## config.mk

```make
export PLATFORM = sky130hd
export DESIGN_NAME = tga_rle_pixel_decoder_flat
export DESIGN_NICKNAME = d
export VERILOG_FILES = /design/src/hdl/tga_pkg.sv /design/src/hdl/tga_byte_if.sv /design/src/hdl/tga_pixel_if.sv /design/src/hdl/tga_rle_pixel_decoder.sv /design/src/hdl/tga_apb_regs.sv /design/src/hdl/tga_decode.sv /design/src/flat_wrapper.sv
export SDC_FILE = /design/constraint.sdc
export NUM_CORES = 1
export LEC_CHECK = 0
export BUFFER_PORTS_ARGS = -buffer_cell sky130_fd_sc_hd__buf_2
export CAP_MARGIN = 10
export CORE_MARGIN = 2
export CORE_UTILIZATION = 40
export DETAILED_ROUTE_END_ITERATION = 7
export RECOVER_POWER = 25
export SLEW_MARGIN = 20
export SYNTH_ARGS = -nofsm -noshare
export SYNTH_HDL_FRONTEND = slang
export SYNTH_HIERARCHICAL = 1
export SYNTH_SLANG_ARGS = --single-unit
```

## constraint.sdc

```tcl
create_clock -name clk_i -period 11.22 [get_ports clk_i]
set_input_delay 0 -clock clk_i [delete_from_list [all_inputs] [get_ports clk_i]]
set_output_delay 0 -clock clk_i [all_outputs]
set_load 0.01 [all_outputs]
```

## src/hdl/tga_pkg.sv

```systemverilog
package tga_pkg;

  localparam int PIXEL_COUNT_BITS_DEF = 24;
  localparam int PIXEL_COUNT_W        = 25;
  localparam int APB_DATA_W           = 32;
  localparam int APB_ADDR_W           = 4;

  localparam logic [1:0] FMT_GRAY = 2'd0;
  localparam logic [1:0] FMT_BGR  = 2'd1;
  localparam logic [1:0] FMT_BGRA = 2'd2;

  localparam logic [7:0] ALPHA_OPAQUE = 8'hFF;

  typedef enum logic [1:0] {
    REG_RLE_ENABLE   = 2'd0,
    REG_PIXEL_FORMAT = 2'd1,
    REG_PIXEL_COUNT  = 2'd2
  } reg_idx_e;

  typedef struct packed {
    logic                     rle_enable;
    logic [1:0]               pixel_format;
    logic [PIXEL_COUNT_W-1:0] pixel_count;
  } cfg_t;

  typedef struct packed {
    logic [7:0] red_or_gray;
    logic [7:0] green;
    logic [7:0] blue;
    logic [7:0] alpha;
    logic [7:0] repeat_count;
    logic       last_pixel;
    logic       format_error;
  } pixel_t;

endpackage

```

## src/hdl/tga_byte_if.sv

```systemverilog
interface tga_byte_if;
  logic       valid;
  logic       ready;
  logic [7:0] data_byte;

  modport source (output valid, output data_byte, input ready);
  modport sink (input valid, input data_byte, output ready);
endinterface

```

## src/hdl/tga_pixel_if.sv

```systemverilog
interface tga_pixel_if;
  logic       valid;
  logic       ready;
  logic [7:0] red_or_gray;
  logic [7:0] green;
  logic [7:0] blue;
  logic [7:0] alpha;
  logic [7:0] repeat_count;
  logic       last_pixel;
  logic       format_error;

  modport source (
    output valid, output red_or_gray, output green, output blue, output alpha,
    output repeat_count, output last_pixel, output format_error, input ready
  );
  modport sink (
    input valid, input red_or_gray, input green, input blue, input alpha,
    input repeat_count, input last_pixel, input format_error, output ready
  );
endinterface

```

## src/hdl/tga_rle_pixel_decoder.sv

```systemverilog
// A byte is registered when it is accepted and is decoded into the result register
// when that register is free or being read, so a pixel leaves through both registers.
// One byte is accepted in every cycle while the pixel output is not stalled; the
// decode state is updated once per byte. The asynchronous active-low reset empties
// both registers, restores the register defaults and arms the decoder to expect a
// packet header; a write to any of the three registers re-arms the decoder the same way.
module tga_rle_pixel_decoder
  import tga_pkg::*;
#(
  parameter int PIXEL_COUNT_BITS = PIXEL_COUNT_BITS_DEF
) (
  input  logic                  clk_i,
  input  logic                  rst_ni,
  input  logic                  psel,
  input  logic                  penable,
  input  logic                  pwrite,
  input  logic [APB_ADDR_W-1:0] paddr,
  input  logic [APB_DATA_W-1:0] pwdata,
  output logic [APB_DATA_W-1:0] prdata,
  output logic                  pready,
  tga_byte_if.sink              byte_i,
  tga_pixel_if.source           pixel_o
);

  cfg_t       cfg;
  logic       restart;
  logic       in_valid_q;
  logic [7:0] in_byte_q;
  logic       advance;
  logic       res_valid;
  pixel_t     res;
  logic       out_valid_q;
  pixel_t     out_q;

  assign pready = 1'b1;

  tga_apb_regs u_regs (
    .clk_i     (clk_i),
    .rst_ni    (rst_ni),
    .psel_i    (psel),
    .penable_i (penable),
    .pwrite_i  (pwrite),
    .paddr_i   (paddr),
    .pwdata_i  (pwdata),
    .prdata_o  (prdata),
    .cfg_o     (cfg),
    .restart_o (restart)
  );

  assign advance      = in_valid_q & (~out_valid_q | pixel_o.ready);
  assign byte_i.ready = ~in_valid_q | advance;

  always_ff @(posedge clk_i or negedge rst_ni) begin
    if (!rst_ni) begin
      in_valid_q <= 1'b0;
    end else if (byte_i.ready) begin
      in_valid_q <= byte_i.valid;
    end
  end

  always_ff @(posedge clk_i) begin
    if (byte_i.valid && byte_i.ready) begin
      in_byte_q <= byte_i.data_byte;
    end
  end

  tga_decode #(
    .PixelCountBits (PIXEL_COUNT_BITS)
  ) u_decode (
    .clk_i       (clk_i),
    .rst_ni      (rst_ni),
    .cfg_i       (cfg),
    .restart_i   (restart),
    .step_i      (advance),
    .byte_i      (in_byte_q),
    .res_valid_o (res_valid),
    .res_o       (res)
  );

  always_ff @(posedge clk_i or negedge rst_ni) begin
    if (!rst_ni) begin
      out_valid_q <= 1'b0;
    end else if (advance) begin
      out_valid_q <= res_valid;
    end else if (pixel_o.ready) begin
      out_valid_q <= 1'b0;
    end
  end

  always_ff @(posedge clk_i) begin
    if (advance && res_valid) begin
      out_q <= res;
    end
  end

  assign pixel_o.valid        = out_valid_q;
  assign pixel_o.red_or_gray  = out_q.red_or_gray;
  assign pixel_o.green        = out_q.green;
  assign pixel_o.blue         = out_q.blue;
  assign pixel_o.alpha        = out_q.alpha;
  assign pixel_o.repeat_count = out_q.repeat_count;
  assign pixel_o.last_pixel   = out_q.last_pixel;
  assign pixel_o.format_error = out_q.format_error;

endmodule

```

## src/hdl/tga_apb_regs.sv

```systemverilog
module tga_apb_regs
  import tga_pkg::*;
(
  input  logic                  clk_i,
  input  logic                  rst_ni,
  input  logic                  psel_i,
  input  logic                  penable_i,
  input  logic                  pwrite_i,
  input  logic [APB_ADDR_W-1:0] paddr_i,
  input  logic [APB_DATA_W-1:0] pwdata_i,
  output logic [APB_DATA_W-1:0] prdata_o,
  output cfg_t                  cfg_o,
  output logic                  restart_o
);

  cfg_t cfg_q;
  logic wr_en;

  assign wr_en = psel_i & penable_i & pwrite_i;

  always_ff @(posedge clk_i or negedge rst_ni) begin
    if (!rst_ni) begin
      cfg_q.rle_enable   <= 1'b0;
      cfg_q.pixel_format <= FMT_BGR;
      cfg_q.pixel_count  <= PIXEL_COUNT_W'(1);
    end else if (wr_en) begin
      case (paddr_i[3:2])
        REG_RLE_ENABLE:   cfg_q.rle_enable   <= pwdata_i[0];
        REG_PIXEL_FORMAT: cfg_q.pixel_format <= pwdata_i[1:0];
        REG_PIXEL_COUNT:  cfg_q.pixel_count  <= pwdata_i[PIXEL_COUNT_W-1:0];
        default: ;
      endcase
    end
  end

  always_comb begin
    restart_o = 1'b0;
    if (wr_en) begin
      case (paddr_i[3:2])
        REG_RLE_ENABLE, REG_PIXEL_FORMAT, REG_PIXEL_COUNT: restart_o = 1'b1;
        default: restart_o = 1'b0;
      endcase
    end
  end

  always_comb begin
    case (paddr_i[3:2])
      REG_RLE_ENABLE:   prdata_o = APB_DATA_W'(cfg_q.rle_enable);
      REG_PIXEL_FORMAT: prdata_o = APB_DATA_W'(cfg_q.pixel_format);
      REG_PIXEL_COUNT:  prdata_o = APB_DATA_W'(cfg_q.pixel_count);
      default:          prdata_o = '0;
    endcase
  end

  assign cfg_o = cfg_q;

endmodule

```

## src/hdl/tga_decode.sv

```systemverilog
module tga_decode
  import tga_pkg::*;
#(
  parameter int PixelCountBits = PIXEL_COUNT_BITS_DEF
) (
  input  logic       clk_i,
  input  logic       rst_ni,
  input  cfg_t       cfg_i,
  input  logic       restart_i,
  input  logic       step_i,
  input  logic [7:0] byte_i,
  output logic       res_valid_o,
  output pixel_t     res_o
);

  localparam int CntW = PixelCountBits + 1;
  localparam int ExtW = (CntW > PIXEL_COUNT_W) ? CntW : PIXEL_COUNT_W;

  logic            hdr_q, hdr_d;
  logic            rep_q, rep_d;
  logic [7:0]      rr_q, rr_d;
  logic [1:0]      idx_q, idx_d;
  logic [23:0]     held_q, held_d;
  logic [CntW-1:0] emitted_q, emitted_d;

  logic [ExtW-1:0] pc_ext;
  logic [CntW-1:0] pc_m;
  logic [CntW-1:0] top_val;
  logic [CntW-1:0] img_size;
  logic [CntW-1:0] left;
  logic [CntW-1:0] emitted_sum;
  logic [7:0]      hdr_len;
  logic [7:0]      hdr_len_c;
  logic [7:0]      rr_eff;
  logic [7:0]      cnt;
  logic [1:0]      final_idx;
  logic            is_gray;
  logic            is_bgr;
  logic            complete;
  logic            last;

  always_comb begin
    pc_ext   = ExtW'(cfg_i.pixel_count);
    pc_m     = pc_ext[CntW-1:0];
    top_val  = CntW'(1) << PixelCountBits;
    if (pc_m == '0) begin
      img_size = CntW'(1);
    end else if (pc_m > top_val) begin
      img_size = top_val;
    end else begin
      img_size = pc_m;
    end
    left = (img_size > emitted_q) ? (img_size - emitted_q) : CntW'(1);
    hdr_len = {1'b0, byte_i[6:0]} + 8'd1;
    hdr_len_c = (CntW'(hdr_len) > left) ? left[7:0] : hdr_len;
  end

  always_comb begin
    is_gray   = (cfg_i.pixel_format == FMT_GRAY);
    is_bgr    = (cfg_i.pixel_format == FMT_BGR);
    final_idx = is_bgr ? 2'd2 : 2'd3;

    hdr_d       = hdr_q;
    rep_d       = rep_q;
    rr_d        = rr_q;
    idx_d       = idx_q;
    held_d      = held_q;
    emitted_d   = emitted_q;
    res_valid_o = 1'b0;
    res_o       = '0;
    complete    = 1'b0;
    rr_eff      = 8'd1;
    cnt         = 8'd1;
    emitted_sum = emitted_q;
    last        = 1'b0;

    if (cfg_i.rle_enable && is_gray) begin
      res_valid_o        = 1'b1;
      res_o.format_error = 1'b1;
    end else if (cfg_i.rle_enable && hdr_q) begin
      rep_d = byte_i[7];
      rr_d  = hdr_len_c;
      hdr_d = 1'b0;
      idx_d = 2'd0;
    end else begin
      if (is_gray) begin
        res_o.red_or_gray = byte_i;
        idx_d             = 2'd0;
        complete          = 1'b1;
      end else if (idx_q >= final_idx) begin
        res_o.blue  = held_q[7:0];
        res_o.green = held_q[15:8];
        if (is_bgr) begin
          res_o.red_or_gray = byte_i;
          res_o.alpha       = ALPHA_OPAQUE;
        end else begin
          res_o.red_or_gray = held_q[23:16];
          res_o.alpha       = byte_i;
        end
        idx_d    = 2'd0;
        complete = 1'b1;
      end else begin
        case (idx_q)
          2'd0:    held_d[7:0]   = byte_i;
          2'd1:    held_d[15:8]  = byte_i;
          2'd2:    held_d[23:16] = byte_i;
          default: held_d        = held_q;
        endcase
        idx_d = idx_q + 2'd1;
      end

      if (complete) begin
        if (cfg_i.rle_enable) begin
          rr_eff = (rr_q == 8'd0) ? 8'd1 : rr_q;
          if (rep_q) begin
            cnt  = rr_eff;
            rr_d = 8'd0;
          end else begin
            rr_d = rr_eff - 8'd1;
          end
          if (rr_d == 8'd0) begin
            hdr_d = 1'b1;
          end
        end
        emitted_sum        = emitted_q + CntW'(cnt);
        last               = (emitted_sum >= img_size);
        emitted_d          = emitted_sum;
        res_valid_o        = 1'b1;
        res_o.repeat_count = cnt;
        res_o.last_pixel   = last;
        if (last) begin
          hdr_d     = 1'b1;
          rep_d     = 1'b0;
          rr_d      = 8'd0;
          idx_d     = 2'd0;
          held_d    = '0;
          emitted_d = '0;
        end
      end
    end
  end

  always_ff @(posedge clk_i or negedge rst_ni) begin
    if (!rst_ni) begin
      hdr_q     <= 1'b1;
      rep_q     <= 1'b0;
      rr_q      <= 8'd0;
      idx_q     <= 2'd0;
      held_q    <= '0;
      emitted_q <= '0;
    end else if (restart_i) begin
      hdr_q     <= 1'b1;
      rep_q     <= 1'b0;
      rr_q      <= 8'd0;
      idx_q     <= 2'd0;
      held_q    <= '0;
      emitted_q <= '0;
    end else if (step_i) begin
      hdr_q     <= hdr_d;
      rep_q     <= rep_d;
      rr_q      <= rr_d;
      idx_q     <= idx_d;
      held_q    <= held_d;
      emitted_q <= emitted_d;
    end
  end

endmodule

```

## src/flat_wrapper.sv

```systemverilog
// flat-port wrapper written by rule: the top's interface ports become plain ports
module tga_rle_pixel_decoder_flat import tga_pkg::*;
#(
  parameter int PIXEL_COUNT_BITS = PIXEL_COUNT_BITS_DEF
)
  (clk_i, rst_ni, psel, penable, pwrite, paddr, pwdata, prdata, pready, byte_i_valid, byte_i_data_byte, byte_i_ready, pixel_o_valid, pixel_o_red_or_gray, pixel_o_green, pixel_o_blue, pixel_o_alpha, pixel_o_repeat_count, pixel_o_last_pixel, pixel_o_format_error, pixel_o_ready);
  tga_byte_if byte_i_i ();
  tga_pixel_if pixel_o_i ();
  input  logic clk_i;
  input  logic rst_ni;
  input  logic psel;
  input  logic penable;
  input  logic pwrite;
  input  logic [APB_ADDR_W-1:0] paddr;
  input  logic [APB_DATA_W-1:0] pwdata;
  output logic [APB_DATA_W-1:0] prdata;
  output logic pready;
  input wire logic [$bits(byte_i_i.valid)-1:0] byte_i_valid;
  input wire logic [$bits(byte_i_i.data_byte)-1:0] byte_i_data_byte;
  output wire logic [$bits(byte_i_i.ready)-1:0] byte_i_ready;
  output wire logic [$bits(pixel_o_i.valid)-1:0] pixel_o_valid;
  output wire logic [$bits(pixel_o_i.red_or_gray)-1:0] pixel_o_red_or_gray;
  output wire logic [$bits(pixel_o_i.green)-1:0] pixel_o_green;
  output wire logic [$bits(pixel_o_i.blue)-1:0] pixel_o_blue;
  output wire logic [$bits(pixel_o_i.alpha)-1:0] pixel_o_alpha;
  output wire logic [$bits(pixel_o_i.repeat_count)-1:0] pixel_o_repeat_count;
  output wire logic [$bits(pixel_o_i.last_pixel)-1:0] pixel_o_last_pixel;
  output wire logic [$bits(pixel_o_i.format_error)-1:0] pixel_o_format_error;
  input wire logic [$bits(pixel_o_i.ready)-1:0] pixel_o_ready;
  assign byte_i_i.valid = byte_i_valid;
  assign byte_i_i.data_byte = byte_i_data_byte;
  assign byte_i_ready = byte_i_i.ready;
  assign pixel_o_valid = pixel_o_i.valid;
  assign pixel_o_red_or_gray = pixel_o_i.red_or_gray;
  assign pixel_o_green = pixel_o_i.green;
  assign pixel_o_blue = pixel_o_i.blue;
  assign pixel_o_alpha = pixel_o_i.alpha;
  assign pixel_o_repeat_count = pixel_o_i.repeat_count;
  assign pixel_o_last_pixel = pixel_o_i.last_pixel;
  assign pixel_o_format_error = pixel_o_i.format_error;
  assign pixel_o_i.ready = pixel_o_ready;
  tga_rle_pixel_decoder #(.PIXEL_COUNT_BITS(PIXEL_COUNT_BITS)) u_core (.clk_i(clk_i), .rst_ni(rst_ni), .psel(psel), .penable(penable), .pwrite(pwrite), .paddr(paddr), .pwdata(pwdata), .prdata(prdata), .pready(pready), .byte_i(byte_i_i), .pixel_o(pixel_o_i));
endmodule
```

=== After elaboration in Yosys (flattened, before gate mapping) ===
Index checks and enable logic that the tools add are counted.

* Bitwise gates (word level): 9
* Mux-type cells: 79
* Add/subtract/negate cells: 5
* Reductions and logical operators: 30
* Order comparisons: 5
* Equality and inequality tests: 7

{| class="wikitable"
|+ Operator list
! cell !! count
|-
| $mux 25 || 9
|-
| $mux 8 || 25
|-
| $mux 24 || 8
|-
| $pmux 25 s3 || 1
|-
| $mux 32 || 1
|-
| $mux 1 || 27
|-
| $add 25x8->25 || 1
|-
| $ge 25x25->1 || 1
|-
| $gt 25x25->1 || 1
|-
| $gt 25x25->1 const B || 1
|-
| $gt 8x25->1 || 1
|-
| $logic_not 25->1 || 1
|-
| $sub 25x25->25 || 1
|-
| $logic_not 8->1 || 2
|-
| $mux 2 || 8
|-
| $reduce_and 4->1 || 3
|-
| $add 7x1->8 const B || 1
|-
| $reduce_and 2->1 || 4
|-
| $reduce_bool 4->1 || 2
|-
| $sub 8x1->8 const B || 1
|-
| $eq 2x1->1 const B || 3
|-
| $logic_not 2->1 || 3
|-
| $reduce_bool 2->1 || 3
|-
| $reduce_bool 3->1 || 2
|-
| 13 further kinds || 25
|}

* Logic and storage cells: 154
* Bits of input ports: 51
* Register bits after elaboration: 141

=== Depth between registers and ports, before layout ===
* Depth in word-level cells: 19
* Gate-level depth with buffers: 27
* Gate-level depth less buffers: 26

=== Hierarchy ===
Netlist, hierarchy kept.

{| class="wikitable"
|+ Modules (own cells, without submodules)
! module !! cells each !! area an instance (µm²) !! instances
|-
| tga_decode || 842 || 6667.6 || 1
|-
| tga_rle_pixel_decoder || 62 || 1621.6 || 1
|-
| tga_apb_regs || 104 || 1338.8 || 1
|}

=== Worst setup path after synthesis ===
No wires, ideal clock.

* Path type: register -> register
* Start point: register u_core.u_decode.rr_q[4]
* End point: register u_core.u_decode.rr_q[4]
* Slack: 5.782 ns
* Period minus slack after synthesis: 5.438 ns
* Data arrival time: 5.310 ns
* Cell stages (with the launch flop): 28
* Data required time: 11.092 ns
* Setup time: 0.128 ns
* Cell sequence: dfrtp_1 -> or3_1 -> nor3_1 -> a21oi_1 -> nand2_1 -> ha_1 -> fa_1 -> a21o_1 -> a21oi_1 -> o21bai_1 -> a21oi_1 -> o21bai_1 -> a21oi_1 -> nor2_1 -> nand2_1 -> xnor2_1 -> ha_1 -> nand4_1 -> or4_1 -> o21ai_0 -> a21oi_1 -> nand3_1 -> o21ai_1 -> a21oi_1 -> clkbuf_1 -> o21ai_0 -> a31oi_1 -> a31oi_1

* Cells in the longest elaborated chain, start to end: 15

{| class="wikitable"
|+ RTL lines
! item !! line !! text
|-
| start, declared || tga_decode.sv:21 || <nowiki>logic [7:0] rr_q, rr_d;</nowiki>
|-
| start signal, assigned || tga_decode.sv:161 || <nowiki>rr_q <= rr_d;</nowiki>
|-
| $logic_not 8->1 || tga_decode.sv:114 || <nowiki>rr_eff = (rr_q == 8'd0) ? 8'd1 : rr_q;</nowiki>
|-
| $mux 8 (*) || tga_decode.sv:114 ||
|-
| $mux 8 / $sub 8x1->8 (equally long branches) || tga_decode.sv:115, tga_decode.sv:119 ||
|-
| $mux 8 (on tied branches) || tga_decode.sv:113, tga_decode.sv:115 ||
|-
| $mux 8 (on tied branches) || tga_decode.sv:112, tga_decode.sv:113 ||
|-
| $mux 8 (on tied branches) || tga_decode.sv:80, tga_decode.sv:112 ||
|-
| $mux 8 (on tied branches) || tga_decode.sv:77, tga_decode.sv:80 ||
|-
| $add 25x8->25 / $mux 8 (equally long branches) || tga_decode.sv:125, tga_decode.sv:77 ||
|-
| $ge 25x25->1 / $mux 8 (equally long branches) || tga_decode.sv:126, tga_decode.sv:113 ||
|-
| $mux 8 || tga_decode.sv:131 || <nowiki>if (last) begin</nowiki>
|-
| $mux 8 || tga_decode.sv:112 || <nowiki>if (complete) begin</nowiki>
|-
| $mux 8 || tga_decode.sv:80 || <nowiki>end else if (cfg_i.rle_enable && hdr_q) begin</nowiki>
|-
| $mux 8 || tga_decode.sv:77 || <nowiki>if (cfg_i.rle_enable && is_gray) begin</nowiki>
|-
| $mux 8 || tga_decode.sv:158 || <nowiki>end else if (step_i) begin</nowiki>
|-
| $mux 8 || tga_decode.sv:151 || <nowiki>end else if (restart_i) begin</nowiki>
|}

Mark *: on every way between the ends. The rest lies on a longest branch, timed or not. The select of a mux whose other input is x is not followed.
A chain may end at the register's enable or synchronous reset.

=== Final worst setup path ===
* Start point: register u_core.u_regs.cfg_q (netlist bit u_core/u_regs/cfg_o[1])
* End point: register u_core.u_decode.rr_q[6]

* Cells in the longest elaborated chain, start to end: 11

{| class="wikitable"
|+ RTL lines
! item !! line !! text
|-
| start, declared || tga_apb_regs.sv:16 || <nowiki>cfg_t cfg_q;</nowiki>
|-
| $gt 25x25->1 || tga_decode.sv:48 || <nowiki>end else if (pc_m > top_val) begin</nowiki>
|-
| $mux 25 || tga_decode.sv:48 ||
|-
| $mux 25 (*) || tga_decode.sv:46 || <nowiki>if (pc_m == '0) begin</nowiki>
|-
| $sub 25x25->25 / $gt 25x25->1 (equally long branches) || tga_decode.sv:53 || <nowiki>left = (img_size > emitted_q) ? (img_size - emitted_q) : CntW'(1);</nowiki>
|-
| $mux 25 || tga_decode.sv:53 ||
|-
| $gt 8x25->1 || tga_decode.sv:55 || <nowiki>hdr_len_c = (CntW'(hdr_len) > left) ? left[7:0] : hdr_len;</nowiki>
|-
| $mux 8 || tga_decode.sv:55 ||
|-
| $mux 8 || tga_decode.sv:80 ||
|-
| $mux 8 || tga_decode.sv:77 ||
|-
| $mux 8 || tga_decode.sv:158 ||
|-
| $mux 8 || tga_decode.sv:151 ||
|}

Marked as above.

==> results_dict.tcl <==
set metrics [dict create \
    outcome "finished, violations left" \
    violations "max-capacitance violations, max-slew violations" \
    rows 56 \
    path_buf_inv 1 \
    finalCritPeriodShare_pct 66.4 \
    worst_pin_slew_ns 1.81 \
    layout_min_cycle_time_ns 7.45 \
    grt_pass1_wl_um 41000 \
    io-pin-count 128 \
    critPathSlowestCell "o21ai_1" \
    setup_tns_ns 0 \
    via_per_inst 5.43 \
    core_um2 23500 \
    path_cells "nor4_1 > nand4_1 > o21ai_1 > nand2_1 > inv_1 > ha_1 > nand4_1 > nor3_1 > o21ai_0 > o21ai_0 > o2111ai_1 > a21oi_1 > nand2_1 > ha_1 > nand4_1 > nor2_1 > nor3_1 > o211ai_1 > nor4_4 > o2111ai_1 > a2111oi_4 > nand3_2 > or4_1 > a31oi_1" \
    setup_viol 0 \
    cts_tree "done" \
    htree_num_levels 4 \
    port_buffers 110 \
    die_y_um 159 \
    path_class "flop to flop" \
    crit_path_end "u_core/u_decode/rr_q[6]" \
    fmax_ghz 0.134 \
    power.density_nw_per_um2 226 \
    cts_setup_buffers 0 \
    final_util_pct 48.1 \
    hold_viol 0 \
    async_reset_ff_share_pct 64.5 \
    num_vias 7996 \
    power.leakage_uw 0.00515 \
    yosysWarnings 6 \
    yosysSeqAreaShare_pct 39.3 \
    rrSetupSlack_ns 3.77 \
    total_power_uw 2560 \
    ys_types 74 \
    hp-class "primary input to flop" \
    synth_area_um2 9630 \
    rsz0062_at_grt "no" \
    drv_slew 33 \
    die_area_um2 25300 \
    synth_area_per_cell_um2 9.55 \
    max_stage_delay_ns 0.85 \
    dp_hpwl_um 19400 \
    grt_max_degree 61 \
    critPathLaunchType "flop" \
    grt_pass1_vias 7863 \
    cpLargestDelayFamily "compound AO/OA/AOI/OAI gates" \
    r2r_end "u_core/u_decode/rr_q[6]" \
    numCtsBuffers 17 \
    wire_per_inst_um 17.4 \
    yosys_register_bits 141 \
    rr_worst_depth 24 \
    gp_congestion 0.913 \
    cts_root_buf "clkbuf_16" \
    syn_to_final_growth_pct 17.7 \
    drt_pre_antenna_iters 5 \
    die_x_um 159 \
    fin_nets 1267 \
    synthCells 1008 \
    cp.depth 24 \
    finalWirelength_um 25700 \
    insertion_delay_ns 0.43 \
    synth_area_leader_cell "dfrtp_1" \
    clock_path_buffers 2 \
    crit_arrival_ns 7.79 \
    drive_above_1_share_pct 14.0 \
    ys.flop_type "dfrtp_1" \
    relSlewSlack_pct -20.9 \
    required_ns 11.56 \
    yosysTopAreaCellShare_pct 22.9 \
    drc 0 \
    ant_nets 0 \
    synth_area_leaders "dfrtp_1, edfxtp_1, ha_1, a22o_1, mux2_2" \
    diodes 0 \
    drt-initial-drc-count 490 \
    grt_usage_pct 20.1 \
    skew_ns 0.0149 \
    drv_cap 1 \
    synth_common_cells "dfrtp_1, nand2_1, inv_1" \
    yosysMostFrequentCell "dfrtp_1" \
    startpoint "u_core/u_regs/cfg_o[1]" \
    r2r_start "u_core/u_regs/cfg_o[1]" \
    synth_edf_count 50 \
    grt_overflow 0 \
    timing.critical_path.mode_cell "nand4_1" \
    clk_pin_slew_ns 0.06 \
    detailedPlace.worstSlack_ns 3.92 \
    peakVddDrop_uv 90.0 \
    initial_utilization_pct 40.9 \
    finalWorstSetupSlack_ns 3.77 \
    worstPathMaxFanout 16 \
    antenna_found_initial 0 \
    cts_sinks 141 \
    end_kind "flop" \
]
==> worst min path at each step <==
stage / from / to / slack [ns] / depth (start not counted)
4_1_cts: paddr[3] / u_core/u_regs/cfg_o[27] / 0.02 / 3
5_1_grt: paddr[3] / u_core/u_regs/cfg_o[27] / 0.03 / 3
3_3_place_gp: rst_ni / u_core/u_decode/emitted_q[17] / -0.03 / 1
3_5_place_dp: rst_ni / u_core/u_decode/emitted_q[16] / -0.03 / 1
2_1_floorplan: rst_ni / u_core/in_valid_q / -0.30 / 0
6_report: paddr[3] / u_core/u_regs/cfg_o[27] / 0.02 / 3
==> sequential cells by signal, indices dropped and copies added, names as in the netlist <==
register	flops
u_core/in_byte_q	8
u_core/in_valid_q	1
u_core/pixel_o.alpha	8
u_core/pixel_o.blue	8
u_core/pixel_o.format_error	1
u_core/pixel_o.green	8
u_core/pixel_o.last_pixel	1
u_core/pixel_o.red_or_gray	8
u_core/pixel_o.repeat_count	8
u_core/pixel_o.valid	1
u_core/u_decode/emitted_q	25
u_core/u_decode/hdr_q	1
u_core/u_decode/held_q	24
u_core/u_decode/idx_q	2
u_core/u_decode/rep_q	1
u_core/u_decode/rr_q	8
u_core/u_regs/cfg_o	28
==> worst register-to-register path, delay by kind of cell (launching register included) <==
family,cells,cell delay (ns)
and+or+nand+nor,12,3.02
DFF,1,0.42
buffers and inverters,1,0.15
adders and majority gates,2,0.58
AOI/OAI and AO/OA,9,3.21
==> final cells by class <==
type / count / area, um^2
Clock buffer: 19 / 433
Clock inverter: 13 / 131
Tap cell: 319 / 399
Inverter: 77 / 289
Multi-Input combinational cell: 747 / 5330
Fill cell: 2268 / 12200
Timing Repair Buffer: 157 / 971
Sequential cell: 141 / 3780
==> cell usage in the layout (no fill, tap or decap), drive strengths merged, types with 4 or more instances in the layout <==
cell          n
a211o         5
a21o         31
a21oi        60
a22o         44
a31oi        10
and2         48
and3         22
buf          81
clkbuf       58
clkinv        4
conb          8
dfrtp        88
dlygate4sd3  37
edfxtp       50
ha           73
inv          82
mux2         29
mux2i        11
nand2        77
nand2b       11
nand3        17
nand4        17
nor2         49
nor2b         6
nor3         26
nor4         16
o2111ai       4
o211ai        9
o21a         10
o21ai        46
o21bai       12
o22ai         6
or3           8
or4           6
xnor2        37
xor2          8
==> per-layer routing <==
metal	vias to the layer above	routed length [um]	GRT usage [%]
met3	45	1170	2.84
met1	3783	11200	25.5
li1	3929	-	-
met2	239	12600	34.9
met4	0	705	7.81
met5	-	0	0
==> cells by family (layout without fill, tap and decap cells) <==
| group | count (synthesis) | after routing | share of synthesized area [%] |
|---|---|---|---|
| AND/OR/NAND/NOR | 314 | 314 | 17.3 |
| AO/OA/AOI/OAI | 265 | 265 | 19.2 |
| flip-flops | 141 | 141 | 39.3 |
| buffers and inverters | 126 | 266 | 5.54 |
| adder cells (fa/ha/maj) | 75 | 75 | 9.90 |
| XOR/XNOR | 45 | 45 | 4.09 |
| multiplexers | 40 | 40 | 4.54 |
| other | 2 | 8 | 0.0780 |
==> where the power goes <==
part,leakage [uW],internal [uW],total [uW],switching [uW]
logic,0.00323,492,1230,737
clock network,0.000266,310,545,234
registers,0.00166,672,785,112
total,0.00515,1470,2560,1080
==> metrics by stage <==
| step | instances | area [um^2] | hold slack [ns] |
|---|---|---|---|
| floorplan | 1014 | 9650 | -0.296 |
| global placement | 1402 | 10400 | -0.0314 |
| detailed placement | 1404 | 10500 | -0.0306 |
| CTS | 1473 | 11400 | 0.0165 |
| global route | 1473 | 11300 | 0.0335 |
| finish | 1473 | 11300 | 0.0249 |
==> what timing repair did <==
| item | 4_1_cts | 5_1_grt |
|---|---|---|
| hold endpoints to repair | 69 | 0 |
| resized for setup | 0 | 0 |
| hold buffers | 37 | 0 |
Note: power is estimated with default switching activity, not from simulation.
